### config.mk
export PLATFORM = sky130hd
export DESIGN_NAME = utf8_to_cp1251_stream_flat
export DESIGN_NICKNAME = d
export VERILOG_FILES = /design/src/rtl/u2c_pkg.sv /design/src/rtl/u2c_if.sv /design/src/rtl/u2c_mapper.sv /design/src/rtl/u2c_core.sv /design/src/rtl/u2c_queue.sv /design/src/rtl/utf8_to_cp1251_stream.sv /design/src/flat_wrapper.sv
export SDC_FILE = /design/constraint.sdc
export NUM_CORES = 1
export LEC_CHECK = 0
export BUFFER_PORTS_ARGS = -buffer_cell sky130_fd_sc_hd__clkbuf_2
export CORE_ASPECT_RATIO = 0.7
export CORE_UTILIZATION = 40
export CTS_BUF_LIST = sky130_fd_sc_hd__clkbuf_8 sky130_fd_sc_hd__clkbuf_16
export CTS_CLUSTER_DIAMETER = 150
export CTS_CLUSTER_SIZE = 12
export DETAILED_ROUTE_END_ITERATION = 8
export GPL_ROUTABILITY_DRIVEN = 0
export GPL_TIMING_DRIVEN = 0
export PLACE_DENSITY = 0.7
export SLEW_MARGIN = 20
export SYNTH_ARGS = -nofsm -noshare
export SYNTH_HDL_FRONTEND = slang
export SYNTH_SLANG_ARGS = --single-unit
### constraint.sdc
create_clock -name clk -period 4.15 [get_ports clk]
set_clock_uncertainty 0.1 [all_clocks]
set_input_delay 0.83 -clock clk [delete_from_list [all_inputs] [get_ports clk]]
set_output_delay 0.83 -clock clk [all_outputs]
set_load 0.02 [all_outputs]
### src/rtl/u2c_pkg.sv
// ----------------------------------------------------------------------------
// u2c_pkg: shared types and constants for the UTF-8 to CP1251 converter
// Result word layout, status codes, queue sizing and the reverse code table.
// ----------------------------------------------------------------------------
package u2c_pkg;

  localparam logic [1:0] STATUS_CHAR = 2'd0;
  localparam logic [1:0] STATUS_END  = 2'd1;
  localparam logic [1:0] STATUS_FAIL = 2'd2;

  localparam int Q_DEPTH   = 4;
  localparam int TABLE_LEN = 61;

  typedef struct packed {
    logic [7:0] out_byte;
    logic [1:0] status;
    logic       last;
  } result_t;

  // Up to two result words per input word; valid1 implies valid0.
  typedef struct packed {
    logic    valid0;
    logic    valid1;
    result_t r0;
    result_t r1;
  } push_t;

  localparam logic [7:0] MAP_BYTE [TABLE_LEN] = '{
    8'h82, 8'h83, 8'h84, 8'h85, 8'h86, 8'h87, 8'h88, 8'h89, 8'h8A, 8'h8B, 8'h8C,
    8'h8D, 8'h8E, 8'h8F, 8'h90, 8'h91, 8'h92, 8'h93, 8'h94, 8'h95, 8'h96, 8'h97,
    8'h99, 8'h9A, 8'h9B, 8'h9C, 8'h9D, 8'h9E, 8'h9F, 8'hA0, 8'hA1, 8'hA2, 8'hA3,
    8'hA4, 8'hA5, 8'hA6, 8'hA7, 8'hA8, 8'hA9, 8'hAA, 8'hAB, 8'hAC, 8'hAD, 8'hAE,
    8'hAF, 8'hB0, 8'hB1, 8'hB2, 8'hB3, 8'hB4, 8'hB5, 8'hB6, 8'hB7, 8'hB8, 8'hB9,
    8'hBA, 8'hBB, 8'hBC, 8'hBD, 8'hBE, 8'hBF
  };

  localparam logic [15:0] MAP_CODE [TABLE_LEN] = '{
    16'h201A, 16'h0453, 16'h201E, 16'h2026, 16'h2020, 16'h2021, 16'h20AC,
    16'h2030, 16'h0409, 16'h2039, 16'h040A, 16'h040C, 16'h040B, 16'h040F,
    16'h0452, 16'h2018, 16'h2019, 16'h201C, 16'h201D, 16'h2022, 16'h2013,
    16'h2014, 16'h2122, 16'h0459, 16'h203A, 16'h045A, 16'h045C, 16'h045B,
    16'h045F, 16'h00A0, 16'h040E, 16'h045E, 16'h0408, 16'h00A4, 16'h0490,
    16'h00A6, 16'h00A7, 16'h0401, 16'h00A9, 16'h0404, 16'h00AB, 16'h00AC,
    16'h00AD, 16'h00AE, 16'h0407, 16'h00B0, 16'h00B1, 16'h0406, 16'h0456,
    16'h0491, 16'h00B5, 16'h00B6, 16'h00B7, 16'h0451, 16'h2116, 16'h0454,
    16'h00BB, 16'h0458, 16'h0405, 16'h0455, 16'h0457
  };

endpackage

### src/rtl/u2c_if.sv
// ----------------------------------------------------------------------------
// u2c channel interfaces
// Valid/ready channels for input bytes and converted result words.
// ----------------------------------------------------------------------------
interface u2c_in_if;
  logic       valid;
  logic       ready;
  logic [7:0] in_byte;
  logic       end_of_string;

  modport source (output valid, output in_byte, output end_of_string, input ready);
  modport sink   (input valid, input in_byte, input end_of_string, output ready);
endinterface

interface u2c_out_if;
  logic       valid;
  logic       ready;
  logic [7:0] out_byte;
  logic [1:0] status;
  logic       last;

  modport source (output valid, output out_byte, output status, output last, input ready);
  modport sink   (input valid, input out_byte, input status, input last, output ready);
endinterface

### src/rtl/u2c_mapper.sv
// ----------------------------------------------------------------------------
// u2c_mapper: 11-bit code point to CP1251 byte
// Range rules first, then a parallel match against the reverse table.
// ----------------------------------------------------------------------------
module u2c_mapper (
  input  logic [10:0] code_point,
  output logic        hit,
  output logic [7:0]  res_byte
);

  logic [10:0] cyr_diff;
  logic [10:0] dje_diff;
  logic        tbl_hit;
  logic [7:0]  tbl_byte;

  assign cyr_diff = code_point - 11'h350;
  assign dje_diff = code_point - 11'h382;

  // Table codes are unique, so an OR of the matching entries is the lookup.
  always_comb begin
    tbl_hit  = 1'b0;
    tbl_byte = 8'h00;
    for (int k = 0; k < u2c_pkg::TABLE_LEN; k++) begin
      if ({5'b0, code_point} == u2c_pkg::MAP_CODE[k]) begin
        tbl_hit  = 1'b1;
        tbl_byte = tbl_byte | u2c_pkg::MAP_BYTE[k];
      end
    end
  end

  always_comb begin
    hit      = 1'b1;
    res_byte = 8'h00;
    if (code_point >= 11'h410 && code_point <= 11'h44F) begin
      res_byte = cyr_diff[7:0];
    end else if (code_point >= 11'h080 && code_point <= 11'h0FF) begin
      res_byte = code_point[7:0];
    end else if (code_point >= 11'h402 && code_point <= 11'h403) begin
      res_byte = dje_diff[7:0];
    end else begin
      hit      = tbl_hit;
      res_byte = tbl_byte;
    end
  end

endmodule

### src/rtl/u2c_core.sv
// ----------------------------------------------------------------------------
// u2c_core: input register, decode state and per-byte decode
// Holds one input word, decodes it against the lead/discard state and
// pushes up to two result words when the queue has room.
// ----------------------------------------------------------------------------
module u2c_core (
  input  logic             clk,
  input  logic             rst,
  input  logic             in_valid,
  output logic             in_ready,
  input  logic [7:0]       in_byte,
  input  logic             end_of_string,
  input  logic             can_push,
  output u2c_pkg::push_t   push
);

  logic       s1_valid;
  logic [7:0] s1_byte;
  logic       s1_end;
  logic       s1_move;

  logic       lead_pending, lead_pending_next;
  logic [4:0] lead_bits, lead_bits_next;
  logic       discarding, discarding_next;

  logic       map_hit;
  logic [7:0] map_byte;
  logic       stop;

  u2c_pkg::push_t dec;

  localparam u2c_pkg::result_t RES_END  = '{out_byte: 8'h00, status: u2c_pkg::STATUS_END,
                                            last: 1'b1};
  localparam u2c_pkg::result_t RES_FAIL = '{out_byte: 8'h00, status: u2c_pkg::STATUS_FAIL,
                                            last: 1'b1};

  assign s1_move  = s1_valid && can_push;
  assign in_ready = !s1_valid || can_push;
  assign stop     = (s1_byte == 8'h00) || s1_end;

  u2c_mapper u_mapper (
    .code_point ({lead_bits, s1_byte[5:0]}),
    .hit        (map_hit),
    .res_byte   (map_byte)
  );

  always_comb begin
    lead_pending_next = lead_pending;
    lead_bits_next    = lead_bits;
    discarding_next   = discarding;
    dec               = '0;
    if (discarding) begin
      if (stop) begin
        discarding_next = 1'b0;
      end
    end else if (lead_pending) begin
      lead_pending_next = 1'b0;
      lead_bits_next    = 5'd0;
      dec.valid0        = 1'b1;
      if (!map_hit) begin
        dec.r0          = RES_FAIL;
        discarding_next = !stop;
      end else begin
        dec.r0 = '{out_byte: map_byte, status: u2c_pkg::STATUS_CHAR, last: 1'b0};
        if (s1_end) begin
          dec.valid1 = 1'b1;
          dec.r1     = RES_END;
        end
      end
    end else if (s1_byte == 8'h00) begin
      dec.valid0 = 1'b1;
      dec.r0     = RES_END;
    end else if (!s1_byte[7]) begin
      dec.valid0 = 1'b1;
      dec.r0     = '{out_byte: s1_byte, status: u2c_pkg::STATUS_CHAR, last: 1'b0};
      if (s1_end) begin
        dec.valid1 = 1'b1;
        dec.r1     = RES_END;
      end
    end else if (s1_byte[5]) begin
      dec.valid0      = 1'b1;
      dec.r0          = RES_FAIL;
      discarding_next = !stop;
    end else if (s1_end) begin
      // lead byte with no room left for its continuation
      dec.valid0 = 1'b1;
      dec.r0     = RES_FAIL;
    end else begin
      lead_pending_next = 1'b1;
      lead_bits_next    = s1_byte[4:0];
    end
  end

  always_comb begin
    push        = dec;
    push.valid0 = dec.valid0 && s1_move;
    push.valid1 = dec.valid1 && s1_move;
  end

  always_ff @(posedge clk) begin
    if (rst) begin
      s1_valid     <= 1'b0;
      lead_pending <= 1'b0;
      lead_bits    <= 5'd0;
      discarding   <= 1'b0;
    end else begin
      if (in_ready) begin
        s1_valid <= in_valid;
      end
      if (s1_move) begin
        lead_pending <= lead_pending_next;
        lead_bits    <= lead_bits_next;
        discarding   <= discarding_next;
      end
    end
  end

  always_ff @(posedge clk) begin
    if (in_ready && in_valid) begin
      s1_byte <= in_byte;
      s1_end  <= end_of_string;
    end
  end

endmodule

### src/rtl/u2c_queue.sv
// ----------------------------------------------------------------------------
// u2c_queue: result word queue
// Takes up to two words per cycle, hands out one per cycle to a ready sink.
// ----------------------------------------------------------------------------
module u2c_queue (
  input  logic              clk,
  input  logic              rst,
  input  u2c_pkg::push_t    push,
  output logic              can_push,
  output logic              out_valid,
  input  logic              out_ready,
  output u2c_pkg::result_t  out_word
);

  localparam int PW = $clog2(u2c_pkg::Q_DEPTH);
  localparam int CW = $clog2(u2c_pkg::Q_DEPTH + 1);

  u2c_pkg::result_t mem [u2c_pkg::Q_DEPTH];

  logic [PW-1:0] wr_ptr;
  logic [PW-1:0] rd_ptr;
  logic [CW-1:0] count;
  logic [CW-1:0] push_n;
  logic [CW-1:0] pop_n;
  logic          pop;

  assign pop       = out_valid && out_ready;
  assign push_n    = {{(CW-1){1'b0}}, push.valid0} + {{(CW-1){1'b0}}, push.valid1};
  assign pop_n     = {{(CW-1){1'b0}}, pop};
  // keep room for a two-word push
  assign can_push  = count <= CW'(u2c_pkg::Q_DEPTH - 2);
  assign out_valid = count != '0;
  assign out_word  = mem[rd_ptr];

  always_ff @(posedge clk) begin
    if (rst) begin
      wr_ptr <= '0;
      rd_ptr <= '0;
      count  <= '0;
    end else begin
      wr_ptr <= wr_ptr + push_n[PW-1:0];
      rd_ptr <= rd_ptr + {{(PW-1){1'b0}}, pop};
      count  <= count + push_n - pop_n;
    end
  end

  always_ff @(posedge clk) begin
    if (push.valid0) begin
      mem[wr_ptr] <= push.r0;
    end
    if (push.valid1) begin
      mem[wr_ptr + 1'b1] <= push.r1;
    end
  end

endmodule

### src/rtl/utf8_to_cp1251_stream.sv
// An input word is registered, decoded into the queue when it has room; its
// first result is offered once queued. Throughput: one input word per cycle
// while the queue has room for two words; the output port moves one word per
// cycle, so a byte with two results (character plus end) leaves as two words.
// Reset (rst, synchronous, active high) clears the decode state and empties
// the queue; no clearing pass, the block accepts words right after reset.
// ----------------------------------------------------------------------------
// utf8_to_cp1251_stream: UTF-8 to Windows-1251 byte stream converter
// ASCII passes through, two-byte sequences are mapped to CP1251, and each
// string closes with an end or failure word.
// ----------------------------------------------------------------------------
module utf8_to_cp1251_stream (
  input  logic       clk,
  input  logic       rst,
  u2c_in_if.sink     in_ch,
  u2c_out_if.source  out_ch
);

  // push bundle from the decoder into the queue
  u2c_pkg::push_t   push;
  u2c_pkg::result_t out_word;
  logic             can_push;

  // Input register plus decode: hold one word, advance when the queue has
  // space for both possible results, drop bytes while skipping a failed string.
  u2c_core u_core (
    .clk           (clk),
    .rst           (rst),
    .in_valid      (in_ch.valid),
    .in_ready      (in_ch.ready),
    .in_byte       (in_ch.in_byte),
    .end_of_string (in_ch.end_of_string),
    .can_push      (can_push),
    .push          (push)
  );

  // Result queue: parts the input side from the output so a stalled sink
  // does not stop intake until the queue has no room for two words.
  u2c_queue u_queue (
    .clk       (clk),
    .rst       (rst),
    .push      (push),
    .can_push  (can_push),
    .out_valid (out_ch.valid),
    .out_ready (out_ch.ready),
    .out_word  (out_word)
  );

  assign out_ch.out_byte = out_word.out_byte;
  assign out_ch.status   = out_word.status;
  assign out_ch.last     = out_word.last;

endmodule
### src/flat_wrapper.sv
// flat-port wrapper written by rule: the top's interface ports become plain ports
module utf8_to_cp1251_stream_flat 
  (clk, rst, in_ch_valid, in_ch_in_byte, in_ch_end_of_string, in_ch_ready, out_ch_valid, out_ch_out_byte, out_ch_status, out_ch_last, out_ch_ready);
  u2c_in_if in_ch_i ();
  u2c_out_if out_ch_i ();
  input  logic clk;
  input  logic rst;
  input wire logic [$bits(in_ch_i.valid)-1:0] in_ch_valid;
  input wire logic [$bits(in_ch_i.in_byte)-1:0] in_ch_in_byte;
  input wire logic [$bits(in_ch_i.end_of_string)-1:0] in_ch_end_of_string;
  output wire logic [$bits(in_ch_i.ready)-1:0] in_ch_ready;
  output wire logic [$bits(out_ch_i.valid)-1:0] out_ch_valid;
  output wire logic [$bits(out_ch_i.out_byte)-1:0] out_ch_out_byte;
  output wire logic [$bits(out_ch_i.status)-1:0] out_ch_status;
  output wire logic [$bits(out_ch_i.last)-1:0] out_ch_last;
  input wire logic [$bits(out_ch_i.ready)-1:0] out_ch_ready;
  assign in_ch_i.valid = in_ch_valid;
  assign in_ch_i.in_byte = in_ch_in_byte;
  assign in_ch_i.end_of_string = in_ch_end_of_string;
  assign in_ch_ready = in_ch_i.ready;
  assign out_ch_valid = out_ch_i.valid;
  assign out_ch_out_byte = out_ch_i.out_byte;
  assign out_ch_status = out_ch_i.status;
  assign out_ch_last = out_ch_i.last;
  assign out_ch_i.ready = out_ch_ready;
  utf8_to_cp1251_stream u_core (.clk(clk), .rst(rst), .in_ch(in_ch_i), .out_ch(out_ch_i));
endmodule
# [Word-level counts from Yosys, hierarchy flattened]
# Memories as Yosys holds them, arrays and structs flattened. A register that Yosys moved wholly into a read port is not among the register bits.
# Index checks and enable logic that the tools add are counted.
# W data, S select, Z words.
[word_totals] ff_bits=24 ram_bits=44 in_bits=13 word_cells=346 memories=1
[memory_table] name="u_core.u_queue.mem" words=4 width=11 rd=1 rd_clocked_by_memory_dff=1 wr=2 line_no="u2c_queue.sv:18" source="u2c_pkg::result_t mem [u2c_pkg::Q_DEPTH];"
[classes] add_sub_neg=8 n_lt_le_gt_ge=7 eq_ne=50 mux=250 reduce_logical=21
[op_table] operator="$mux W11" n=37
[op_table] operator="$mux W8" n=49
[op_table] operator="$eq A11 B11 Y1 const B" n=28
[op_table] operator="$eq A11 B8 Y1 const B" n=15
[op_table] operator="$mux W1" n=135
[op_table] operator="$mux W5" n=23
[op_table] operator="$mux W24" n=3
[op_table] operator="$ge A11 B11 Y1 const B" n=2
[op_table] operator="$le A11 B11 Y1 const B" n=2
[op_table] operator="$reduce_and A6 Y1" n=2
[op_table] operator="$ge A11 B8 Y1 const B" n=1
[op_table] operator="$le A11 B8 Y1 const B" n=1
[op_table] operator="$ne A3 B2 Y1 const B" n=3
[op_table] operator="$logic_and A1 B1 Y1" n=8
[op_table] operator="$logic_not A8 Y1" n=1
[op_table] operator="$ne A4 B4 Y1 const B" n=2
[op_table] operator="$reduce_bool A4 Y1" n=2
[op_table] operator="$sub A8 B7 Y8 const B" n=1
[op_table] operator="$sub A8 B8 Y8 const B" n=1
[op_table] operator="$reduce_bool A3 Y1" n=2
[op_table] operator="$mux W2" n=2
[op_table] operator="$reduce_bool A2 Y1" n=2
[op_table] operator="$add A3 B2 Y3" n=1
[op_table] operator="$le A3 B2 Y1 const B" n=1
[op_table] operator="other kinds (10)" n=12

# [Logic depth before layout (Yosys ltp)]
# Gate-level depths: netlist (run 1).
[depth] word_depth=63 ltp_mapped=20 mapped_depth_nobuf=18

# [Modules after synthesis]
# From an unflattened synthesis (run 1), not the netlist that was laid out.
[hier_totals] hier_cells=449 hier_area_um2=4829.6
[by_module_without_submodules] mod="u2c_queue" n_inst=1 cells_per_inst=153 area_per_inst_um2=2632.5
[by_module_without_submodules] mod="u2c_mapper" n_inst=1 cells_per_inst=193 area_per_inst_um2=1249.9
[by_module_without_submodules] mod="u2c_core" n_inst=1 cells_per_inst=103 area_per_inst_um2=947.2

# [Worst setup path after synthesis (run 1)]
# Ideal clock, no wire load.
[synth_path] path_type="flip-flop to flip-flop" from="reg u_core.u_core.s1_byte[4]" to="reg u_core.u_queue.count[2]" setup_ns=0.128 arrival_time_ns=3.934 required_ns=3.922 slack_ns=-0.012 path_stages_with_launch=21 n_path_buf=2 cell_sequence="edfxtp_1 -> clkbuf_1 -> inv_1 -> ha_1 -> nor4bb_1 -> clkbuf_1 -> nand2_1 -> o22ai_1 -> a221oi_1 -> o21a_1 -> a21oi_1 -> ha_1 -> inv_1 -> ha_1 -> inv_1 -> ha_1 -> inv_1 -> fa_1 -> xnor2_1 -> xnor2_1 -> nor2_1"
[synth_via] elab_chain_len=60 elab_cells_between_ends=119 classes_between="add/sub: 3; order compare: 6; eq/ne: 43; mux: 61; reduce/logical: 6"
[synth_lines] item="start: declaration" line_no="u2c_core.sv:18" source="logic [7:0] s1_byte;"
[synth_lines] item="start signal: assignment" line_no="u2c_core.sv:120" source="s1_byte <= in_byte;"
[synth_lines] item="$eq A11 B11 Y1" line_no="u2c_mapper.sv:24" source="if ({5'b0, code_point} == u2c_pkg::MAP_CODE[k]) begin"
[synth_lines] item="$mux W1 (43 in series)" line_no="u2c_mapper.sv:24"
[synth_lines] item="$mux W1" line_no="u2c_mapper.sv:38" source="end else if (code_point >= 11'h402 && code_point <= 11'h403) begin"
[synth_lines] item="$mux W1" line_no="u2c_mapper.sv:36" source="end else if (code_point >= 11'h080 && code_point <= 11'h0FF) begin"
[synth_lines] item="$mux W1" line_no="u2c_mapper.sv:34" source="if (code_point >= 11'h410 && code_point <= 11'h44F) begin"
[synth_lines] item="$mux W1" line_no="u2c_mapper.sv:36"
[synth_lines] item="$mux W1 (2 in series)" line_no="u2c_mapper.sv:34"
[synth_lines] item="$mux W1" line_no="u2c_core.sv:60" source="if (!map_hit) begin"
[synth_lines] item="$mux W1" line_no="u2c_core.sv:56" source="end else if (lead_pending) begin"
[synth_lines] item="$mux W1" line_no="u2c_core.sv:52" source="if (discarding) begin"
[synth_lines] item="$mux W24 *" line_no="u2c_core.sv:56"
[synth_lines] item="$mux W24 * (2 in series)" line_no="u2c_core.sv:52"
[synth_lines] item="$logic_and A1 B1 Y1" line_no="u2c_core.sv:97" source="push.valid1 = dec.valid1 && s1_move;"
[synth_lines] item="$add A1 B1 Y2 *" line_no="u2c_queue.sv:28" source="assign push_n = {{(CW-1){1'b0}}, push.valid0} + {{(CW-1){1'b0}}, push.valid1};"
[synth_lines] item="$add A3 B2 Y3 *" line_no="u2c_queue.sv:43" source="count <= count + push_n - pop_n;"
[synth_lines] item="$sub A3 B1 Y3 *" line_no="u2c_queue.sv:43"
[synth_lines] item="end signal: assignment" line_no="u2c_queue.sv:43"
[synth_lines] item="end: declaration" line_no="u2c_queue.sv:22" source="logic [CW-1:0] count;"
# Every way passes the cells marked *; elsewhere a longest branch is shown, timed or not. The select of a mux whose other input is x is not followed.
# A chain may end at the register's enable or synchronous reset.

# [Final worst setup path (run 1)]
[layout_path] from="reg u_core.u_core.s1_byte[1]" to="reg u_core.u_queue.count[2]"
# Same word-level chain as after synthesis.

==> results of run 1 <==
## how the worst min path moves through the flow
| stage | start | to | slack, ps |
|---|---|---|---|
| floorplan | u_core.u_queue.mem[2][5]$_SDFFE_PP0P_ | u_core.u_queue.mem[2][5]$_SDFFE_PP0P_ | 330 |
| global placement | u_core.u_queue.mem[0][5]$_SDFFE_PP0P_ | u_core.u_queue.mem[0][5]$_SDFFE_PP0P_ | 340 |
| detailed placement | u_core.u_queue.mem[2][5]$_SDFFE_PP0P_ | u_core.u_queue.mem[2][5]$_SDFFE_PP0P_ | 350 |
| CTS | u_core.u_queue.mem[3][5]$_SDFFE_PP0P_ | u_core.u_queue.mem[3][5]$_SDFFE_PP0P_ | 360 |
| global route | u_core.u_queue.mem[3][5]$_SDFFE_PP0P_ | u_core.u_queue.mem[3][5]$_SDFFE_PP0P_ | 370 |
| finish | u_core.u_queue.mem[3][5]$_SDFFE_PP0P_ | u_core.u_queue.mem[3][5]$_SDFFE_PP0P_ | 360 |
## logic make-up after synthesis
| group | Yosys count | synth area share |
|---|---|---|
| multiplexers | 12 | 0.0588 |
| adder cells (fa/ha/maj) | 16 | 0.0474 |
| buffers and inverters | 58 | 0.0523 |
| AND/OR/NAND/NOR | 173 | 0.209 |
| flip-flops | 68 | 0.350 |
| AO/OA/AOI/OAI | 158 | 0.269 |
| XOR/XNOR | 7 | 0.0140 |
## layout make-up
type	instances	area, um^2	share of cell area
Buffer	37	186	0.0347
Clock buffer	11	264	0.0491
Clock inverter	5	27.5	0.00512
Inverter	21	78.8	0.0147
Multi-Input combinational cell	366	2850	0.530
Sequential cell	68	1530	0.285
Tap cell	148	185	0.0345
Timing Repair Buffer	42	253	0.0470
## metal layers
layer / wire (um) / vias up / GRT usage
met3: 1640 / 57 / 0.0850
met2: 5720 / 313 / 0.351
met1: 5910 / 2119 / 0.337
li1: - / 1989 / -
met5: 0 / - / 0
met4: 340 / 0 / 0.0963
## state kept, by name (all words and copies together) (netlist names)
signal and cells:
u_core.u_core.discarding 1, u_core.u_core.lead_bits 5, u_core.u_core.lead_pending 1, u_core.u_core.s1_byte 8, u_core.u_core.s1_end 1, u_core.u_core.s1_valid 1, u_core.u_queue.count 3, u_core.u_queue.mem 44
u_core.u_queue.rd_ptr 2, u_core.u_queue.wr_ptr 2
## power breakdown
| group | switching (mW) | internal [mW] |
|---|---|---|
| logic | 0.448 | 0.346 |
| clock network | 0.279 | 0.451 |
| registers | 0.0881 | 0.816 |
| total | 0.815 | 1.61 |
## layout by cell type (no fill, tap or decap), drive strengths merged, types with 6 or more instances in the layout
| cell | instances |
|---|---|
| o31ai | 8 |
| and2 | 8 |
| nand2 | 42 |
| a21oi | 25 |
| a311oi | 8 |
| o2bb2ai | 9 |
| nand3 | 18 |
| a21o | 6 |
| mux4 | 11 |
| ha | 15 |
| edfxtp | 17 |
| clkbuf | 55 |
| a22o | 18 |
| a31oi | 7 |
| inv | 22 |
| nor3 | 14 |
| nand4 | 8 |
| nor2b | 13 |
| o21ai | 23 |
| buf | 35 |
| nor2 | 33 |
| o22ai | 9 |
| dfxtp | 51 |
## through the flow
step / setup WS (ps) / area [um^2]
2_1_floorplan: 84.9 / 4390
3_3_place_gp: -700 / 4700
3_5_place_dp: -739 / 4700
4_1_cts: 1.04 / 5140
5_1_grt: -25.5 / 5370
6_report: 166 / 5370
## critical path, cell delays in order, from the launching register on
cell and delay, ps:
edfxtp_1 400, buf_2 260, clkinv_1 410, ha_1 440, a21oi_4 250, nor4_4 90
and4b_4 250, a21oi_4 190, ha_4 230, inv_1 60, ha_1 210, inv_1 50
ha_1 130, inv_1 50, fa_2 360, xnor2_2 170, xnor2_1 130, nor2_1 50
## timing repair
item | in CTS | in global routing
pin swaps | 5 | 8
setup buffers | 8 | 9
resized for setup | 27 | 41
setup endpoints to repair | 4 | 2
==> summary.md, run 1 <==
| Metric | Value |
|---|---|
| Status | `completed` |
| Layout Nets | `574` |
| Top Ports | `26` |
| Startpoint types | `flip-flop` |
| CP arrival | `4090 ps` |
| Sink Count | `68` |
| HP Class | `reg -> reg` |
| Starting density of the core | `0.417` |
| Worst skew pair latency | `340 ps` |
| P per Cell Area | `452 mW/mm^2` |
| Initial antenna violation count | `0` |
| Setup CP Type | `reg -> reg` |
| Starting DRT DRC Count | `572` |
| CP Max Fanout | `11` |
| Row count | `31` |
| Min cycle time layout | `3980 ps` |
| Critical path launch point | `u_core.u_core.s1_byte[1]$_DFFE_PP_` |
| Cell taking the most area after synthesis | `dfxtp_1` |
| Die H | `89.6 um` |
| Global router's overall resource usage | `0.245` |
| Synth top area share | `0.233` |
| Final core occ | `0.511` |
| Crit. End Element | `flip-flop` |
| DRC violations left | `0` |
| WP data required | `4260 ps` |
| Mapped Area | `0.00438 mm^2` |
| Final Max Tran Viols | `0` |
| Remaining global-route overflow | `0` |
| P&R area growth vs syn | `22.7%` |
| Syn Nets | `521` |
| Reg-to-Reg Start | `u_core.u_core.s1_byte[1]$_DFFE_PP_` |
| CORE AREA | `0.0105 mm^2` |
| Root Buffer Master | `clkbuf_16` |
| Post-synthesis sequential area ratio | `0.350` |
| First-pass GRT wire length | `21.2 mm` |
| Final Hold Fails | `0` |
| Count leader, synth | `dfxtp_1` |
| Total power | `2.43 mW` |
| Synth top cells by count | `dfxtp_1 (51), nand2_1 (42), nor2_1 (32)` |
| Vias in the first global route | `3,961` |
| Iteration count of the initial detailed-routing pass | `7` |
| Antenna viol nets, final | `0` |
| Final Non-Filler Cells | `698` |
| Setup_tns | `0 ps` |
| Synth warn | `0` |
| Full die area | `0.0114 mm^2` |
| Hold Crit Depth | `1` |
| Port-buffer cells | `25` |
| Post-synth cell types | `73` |
| H-tree Lvls | `3` |
| Leak Pwr | `2.01 nW` |
| DP Cell Count | `665` |
| WHS | `359 ps` |
| Max Cap Viol | `0` |
| Total CTS buffers | `9` |
| Worst R2R Path Depth | `17` |
| Die width | `127 um` |
| DR WL/cell | `19.5 um` |
| Gate count of the mapped netlist | `492` |
| Max Freq | `251 MHz` |
| Clk buf depth | `2` |
| Post-synth top flop | `dfxtp_1` |
| CTS Hold Buffers Added | `0` |
| Post-DP HPWL | `9.63 mm` |
| Reg2reg setup slack | `170 ps` |
| TritonCTS clock tree | `done` |
| Avg Inst Size Synth | `8.90 um^2` |
| Peak VDD IR | `0.285 mV` |
| CP Capture Point | `u_core.u_queue.count[2]$_SDFF_PP0_` |
| ANT cells | `0` |
| Finish-stage setup viols | `0` |
| CTS clk-pin slew, worst paths | `50 ps` |
| Number of synthesized flops with an enable pin | `17` |
| Slew @ Worst Pin | `952 ps` |
| Relative slew slack | `0.360` |
| Register bit total from synthesis | `68` |
| Vias per cell | `6.42` |
| Share of synthesized registers carrying an async set or reset | `0` |
| Detailed Route WL | `13.6 mm` |
| Fraction of layout cells with a size suffix above 1 | `0.240` |
| Routed vias | `4,478` |
| Synth area leaders | `dfxtp_1 (23%), edfxtp_1 (12%), mux4_2 (5.7%), ha_1 (4.3%), a22o_1 (3.6%)` |
| Worst r2r dst | `u_core.u_queue.count[2]$_SDFF_PP0_` |
| Largest net degree at the start of global routing | `13` |
| Final worst-path cycle share | `0.960` |
| Fill cells | `960` |
(Power assumes the default switching activity.)
==> inputs of run 2 (changes only) <==
==> constraint.sdc (replaced) <==
create_clock -name clk -period 4.15 [get_ports clk]
set_clock_uncertainty 0.1 [all_clocks]
set_input_delay 0.2075 -clock clk [delete_from_list [all_inputs] [get_ports clk]]
set_output_delay 0.2075 -clock clk [all_outputs]
set_load 0.02 [all_outputs]
==> summary.md, run 2 (synthesized netlist as in run 1, its figures left out) <==
| Metric | Value |
|---|---|
| Final Max Tran Viols | `0` |
| Total CTS buffers | `9` |
| Starting density of the core | `0.417` |
| Root Buffer Master | `clkbuf_16` |
| DRC violations left | `0` |
| WHS | `25.0 ps` |
| DP Cell Count | `665` |
| Row count | `31` |
| Global router's overall resource usage | `0.247` |
| CTS clk-pin slew, worst paths | `60 ps` |
| Largest reg by FF count | `u_core.u_queue.mem` |
| Final worst-path cycle share | `0.964` |
| Sink Count | `68` |
| Status | `completed` |
| Clk buf depth | `2` |
| Fraction of layout cells with a size suffix above 1 | `0.236` |
| Slowest cell on the critical path | `edfxtp_1` |
| Full die area | `0.0114 mm^2` |
| Peak VDD IR | `0.289 mV` |
| Min cycle time layout | `4000 ps` |
| Max Cap Viol | `0` |
| CP arrival | `4110 ps` |
| P per Cell Area | `445 mW/mm^2` |
| Largest register FFs | `44` |
| Net Switching | `0.818 mW` |
| Crit. End Element | `flip-flop` |
| Final Hold Fails | `0` |
| DR WL/cell | `19.4 um` |
| CORE AREA | `0.0105 mm^2` |
| HP Class | `in -> reg` |
| Fill cells | `958` |
| Die H | `89.6 um` |
| P&R area growth vs syn | `24.9%` |
| Most frequent cells in the layout | `dfxtp_1 (51), nand2_1 (39), clkbuf_2 (31)` |
| Largest net degree at the start of global routing | `13` |
| Top Ports | `26` |
| Setup CP Type | `reg -> reg` |
| TritonCTS clock tree | `done` |
| First-pass GRT wire length | `21.4 mm` |
| Routed vias | `4,495` |
| Most common cell after layout, fill and taps aside | `dfxtp_1` |
| Switching portion of total power | `0.335` |
| Reg power frac | `0.371` |
| Dpl cell area | `0.00470 mm^2` |
| Cell-internal power | `1.62 mW` |
| Leak Pwr | `2.06 nW` |
| Clock power frac | `0.300` |
| Startpoint types | `flip-flop` |
| Layout Nets | `584` |
| Port-buffer cells | `25` |
| Final Non-Filler Cells | `708` |
| Vias per cell | `6.35` |
| Vias in the first global route | `4,054` |
| Relative slew slack | `0.384` |
| CP peak stage delay | `370 ps` |
| WP data required | `4250 ps` |
| Max Freq | `250 MHz` |
| CP Max Fanout | `5` |
| CP delay by family, top | `adder cells` |
| Antenna viol nets, final | `0` |
| Remaining global-route overflow | `0` |
| Iteration count of the initial detailed-routing pass | `6` |
| Starting DRT DRC Count | `538` |
| CP Cell Sequence | `buf_6 > inv_2 > ha_1 > nor3b_4 > buf_4 > buf_4 > nand4_1 > o311ai_4 > a211oi_2 > and4b_4 > a21oi_4 > ha_4 > inv_1 > ha_1 > inv_1 > ha_1 > inv_1 > fa_2 > xnor2_2 > xnor2_1 > nor2_1` |
| Slew @ Worst Pin | `915 ps` |
| Logic pwr share | `0.330` |
| Top flop regs | `u_core.u_queue.mem x44, u_core.u_core.s1_byte x8, u_core.u_core.lead_bits x5` |
| Detailed Route WL | `13.7 mm` |
| Buf/Inv on CP | `7` |
| Initial antenna violation count | `0` |
| Post-DP HPWL | `9.63 mm` |
| H-tree Lvls | `3` |
| Final Cell Area | `0.00547 mm^2` |
| Worst skew pair latency | `340 ps` |
| Total power | `2.44 mW` |
| ANT cells | `0` |
| Finish-stage setup viols | `0` |
| Die width | `127 um` |
[run 2: worst register-to-register path, delay by kind of cell, from the launching register on]
family / cells / cell delay (ps)
xor+xnor: 2 / 310
fa+ha+maj: 5 / 1260
buf+inv: 7 / 660
compound gates: 3 / 470
flops: 1 / 370
simple gates: 4 / 700
[run 2: final timing paths]
path	startpoint	end	slack (ps)	depth (start not counted)
min	rst	u_core.u_core.lead_pending$_SDFFE_PP0P_	30	2
min reg2reg	u_core.u_queue.mem[3][5]$_SDFFE_PP0P_	u_core.u_queue.mem[3][5]$_SDFFE_PP0P_	360	1
max reg2reg	u_core.u_core.s1_byte[4]$_DFFE_PP_	u_core.u_queue.count[2]$_SDFF_PP0_	150	21
max	u_core.u_core.s1_byte[4]$_DFFE_PP_	u_core.u_queue.count[2]$_SDFF_PP0_	150	21
[run 2: routing by layer]
| layer | vias up | part of all wire | GRT usage |
|---|---|---|---|
| met3 | 61 | 0.11 | 0.0850 |
| met2 | 305 | 0.42 | 0.359 |
| li1 | 2012 | - | - |
| met4 | 0 | 0.029 | 0.0985 |
| met5 | - | 0 | 0 |
| met1 | 2117 | 0.44 | 0.337 |
[run 2: timing repair]
action	CTS	global route
pin swaps	5	8
setup endpoints to repair	4	2
setup buffers	8	9
gates cloned	0	0
hold buffers	10	0
endpoints found under the hold margin	10	0
resized for setup	27	41
[run 2: power by group through the flow]
stage                     Sequential (mW)  Clock (mW)  Combinational, mW
after CTS                           0.902       0.743              0.759
final                               0.904       0.730              0.803
after detailed placement            0.915           0              0.732
after floorplan                     0.883           0              0.553
after global routing                0.920       0.770              0.872
after global placement              0.904           0              0.709
[run 2: stage by stage]
stage,setup TNS [ps],utilization,worst slack [ps]
2_1_floorplan,0,-,84.9
3_3_place_gp,-1310,0.447,-700
3_5_place_dp,-1390,0.447,-739
4_1_cts,0,0.499,1.04
5_1_grt,-52.2,0.521,-52.2
6_report,0,0.521,149
[run 2: cell type report]
type                       instances  area (um^2)  area share
multi-input combinational        366         2850       0.520
sequential                        68         1530       0.280
timing repair buffer              52          353      0.0645
clock buffer                      11          264      0.0482
buffer                            37          186      0.0341
tap                              148          185      0.0338
inverter                          21         78.8      0.0144
clock inverter                     5         27.5     0.00503
==> inputs of run 3 (changes only) <==
--- a/config.mk
+++ b/config.mk
@@ -5,6 +5,7 @@
 export SDC_FILE = /design/constraint.sdc
 export NUM_CORES = 1
 export LEC_CHECK = 0
+export ABC_AREA = 1
 export BUFFER_PORTS_ARGS = -buffer_cell sky130_fd_sc_hd__clkbuf_2
 export CORE_ASPECT_RATIO = 0.7
 export CORE_UTILIZATION = 40
==> summary.md, run 3 <==
| Metric | Value |
|---|---|
| Status | `completed` |
| Register bit total from synthesis | `68` |
| Startpoint types | `flip-flop` |
| CP Cell Sequence | `buf_4 > ha_1 > nand3_1 > nor2_1 > buf_6 > nand3_1 > nand3_1 > nor3b_4 > nand4_4 > nand2_1 > inv_1 > ha_1 > inv_1 > ha_1 > inv_1 > ha_1 > inv_1 > fa_1 > xor2_1 > inv_1 > nor2_1` |
| Max Freq | `256 MHz` |
| Clk buf depth | `2` |
| CP arrival | `4020 ps` |
| Detailed Route WL | `13.3 mm` |
| Die width | `130 um` |
| Most common cell after layout, fill and taps aside | `nand2_1` |
| Vias in the first global route | `4,255` |
| Count leader, synth | `nand2_1` |
| Top Ports | `26` |
| Total power | `2.72 mW` |
| Min cycle time layout | `3910 ps` |
| CP delay by family, top | `adder cells` |
| P per Cell Area | `510 mW/mm^2` |
| Post-synthesis sequential area ratio | `0.332` |
| Slew @ Worst Pin | `684 ps` |
| Layout Nets | `772` |
| Largest register FFs | `44` |
| Buf/Inv on CP | `7` |
| Cell taking the most area after synthesis | `dfxtp_1` |
| Antenna viol nets, final | `0` |
| Root Buffer Master | `clkbuf_16` |
| P&R area growth vs syn | `15.2%` |
| Cell-internal power | `1.64 mW` |
| Max Cap Viol | `0` |
| Peak VDD IR | `0.312 mV` |
| Post-synth top flop | `dfxtp_1` |
| Sink Count | `68` |
| Leak Pwr | `2.65 nW` |
| WHS | `24.1 ps` |
| Synth top area share | `0.221` |
| Clock power frac | `0.266` |
| Synth warn | `0` |
| TritonCTS clock tree | `done` |
| Relative slew slack | `0.542` |
| First-pass GRT wire length | `21.5 mm` |
| Worst skew pair latency | `350 ps` |
| CTS clk-pin slew, worst paths | `60 ps` |
| Routed vias | `4,652` |
| Post-DP HPWL | `9.77 mm` |
| Row count | `32` |
| Logic pwr share | `0.385` |
| Avg Inst Size Synth | `6.64 um^2` |
| Initial antenna violation count | `0` |
| CORE AREA | `0.0111 mm^2` |
| Final Max Tran Viols | `0` |
| Net Switching | `1.08 mW` |
| H-tree Lvls | `3` |
| Port-buffer cells | `25` |
| CP Max Fanout | `10` |
| WP data required | `4260 ps` |
| Most frequent cells in the layout | `nand2_1 (191), nor2_1 (86), nand3_1 (73)` |
| Synth area leaders | `dfxtp_1 (22%), nand2_1 (16%), edfxtp_1 (11%), nand3_1 (7.9%), nor2_1 (7.0%)` |
| Starting density of the core | `0.415` |
| Mapped Area | `0.00462 mm^2` |
| Setup CP Type | `reg -> reg` |
| Final worst-path cycle share | `0.942` |
| DP Cell Count | `874` |
| CP peak stage delay | `410 ps` |
| Top flop regs | `u_core.u_queue.mem x44, u_core.u_core.s1_byte x8, u_core.u_core.lead_bits x5` |
| ANT cells | `0` |
| RSZ-0062 raised after global routing | `false` |
| Full die area | `0.0120 mm^2` |
| Largest reg by FF count | `u_core.u_queue.mem` |
| Number of synthesized flops with an enable pin | `17` |
| DR WL/cell | `14.8 um` |
| Finish-stage setup viols | `0` |
| Fill cells | `1,181` |
| Remaining global-route overflow | `0` |
| Slowest cell on the critical path | `edfxtp_1` |
| Global router's overall resource usage | `0.237` |
| Final Cell Area | `0.00532 mm^2` |
| Syn Nets | `725` |
| Iteration count of the initial detailed-routing pass | `5` |
| Share of synthesized registers carrying an async set or reset | `0` |
| Switching portion of total power | `0.398` |
| Post-synth cell types | `41` |
| Die H | `91.9 um` |
| Fraction of layout cells with a size suffix above 1 | `0.143` |
| Gate count of the mapped netlist | `696` |
| Final Hold Fails | `0` |
| Dpl cell area | `0.00494 mm^2` |
| Final worst slack | `242 ps` |
| Vias per cell | `5.16` |
| DRC violations left | `0` |
| Reg power frac | `0.349` |
| HP Class | `in -> reg` |
| Final Non-Filler Cells | `901` |
| Starting DRT DRC Count | `512` |
| Critical path's most frequent cell | `inv_1` |
| Crit. End Element | `flip-flop` |
| Total CTS buffers | `9` |
| Synth top cells by count | `nand2_1 (191), nor2_1 (86), nand3_1 (73)` |
| Largest net degree at the start of global routing | `13` |
| Worst slack, placed | `-2.03 ps` |
-- run 3: per-stage QoR --
stage	TNS, ps	utilization
after floorplan	0	-
after global placement	0	0.443
after detailed placement	-2.03	0.443
after CTS	0	0.478
after global routing	0	0.478
final	0	0.478
-- run 3: repair_timing --
item                       4_1_cts  5_1_grt
setup endpoints to repair        1        1
hold endpoints to repair         9        0
buffers inserted                 2        0
resized for setup                0        1
hold buffers                     9        0
pin swaps                        0        0
-- run 3: kinds of logic (layout without fill, tap and decap cells) --
kind of cell | after synthesis | after routing | share of synthesized area
buffers and inverters | 102 | 154 | 0.0980
xor gates and xnor gates | 8 | 8 | 0.0152
AOI/OAI and AO/OA | 94 | 94 | 0.111
and+or+nand+nor | 408 | 408 | 0.400
DFF | 68 | 68 | 0.332
adders and majority gates | 16 | 16 | 0.0450
-- run 3: final cells by class --
class                           instances  area [um^2]  share of cell area
Inverter                               79          297              0.0557
Sequential cell                        68         1530               0.288
Timing Repair Buffer                   36          230              0.0433
Tap cell                              153          191              0.0360
Clock buffer                           10          239              0.0449
Multi-Input combinational cell        526         2640               0.496
Clock inverter                          6         40.0             0.00752
Buffer                                 23          156              0.0294
-- run 3: routing by layer --
metal,wire length (um),global-route usage
met5,0,0
met1,6760,0.365
met4,171,0.0584
met3,1260,0.0694
met2,5120,0.315
-- run 3: worst paths after layout --
kind	startpoint	endpoint	slack [ps]	cells past startpoint
setup / recovery	u_core.u_core.s1_byte[4]$_DFFE_PP_	u_core.u_queue.count[2]$_SDFF_PP0_	240	21
hold / removal	rst	u_core.u_core.discarding$_SDFFE_PP0P_	20	2
setup reg to reg	u_core.u_core.s1_byte[4]$_DFFE_PP_	u_core.u_queue.count[2]$_SDFF_PP0_	240	21
hold reg to reg	u_core.u_queue.mem[2][3]$_SDFFE_PP0P_	u_core.u_queue.mem[2][3]$_SDFFE_PP0P_	360	2
-- run 3: power groups by stage --
| stage | logic, mW | clock network [mW] | registers (mW) |
|---|---|---|---|
| floorplan | 0.752 | 0 | 0.929 |
| global placement | 1.00 | 0 | 0.960 |
| detailed placement | 1.02 | 0 | 0.963 |
| CTS | 1.04 | 0.730 | 0.946 |
| global route | 1.17 | 0.755 | 0.967 |
| finish | 1.05 | 0.721 | 0.948 |
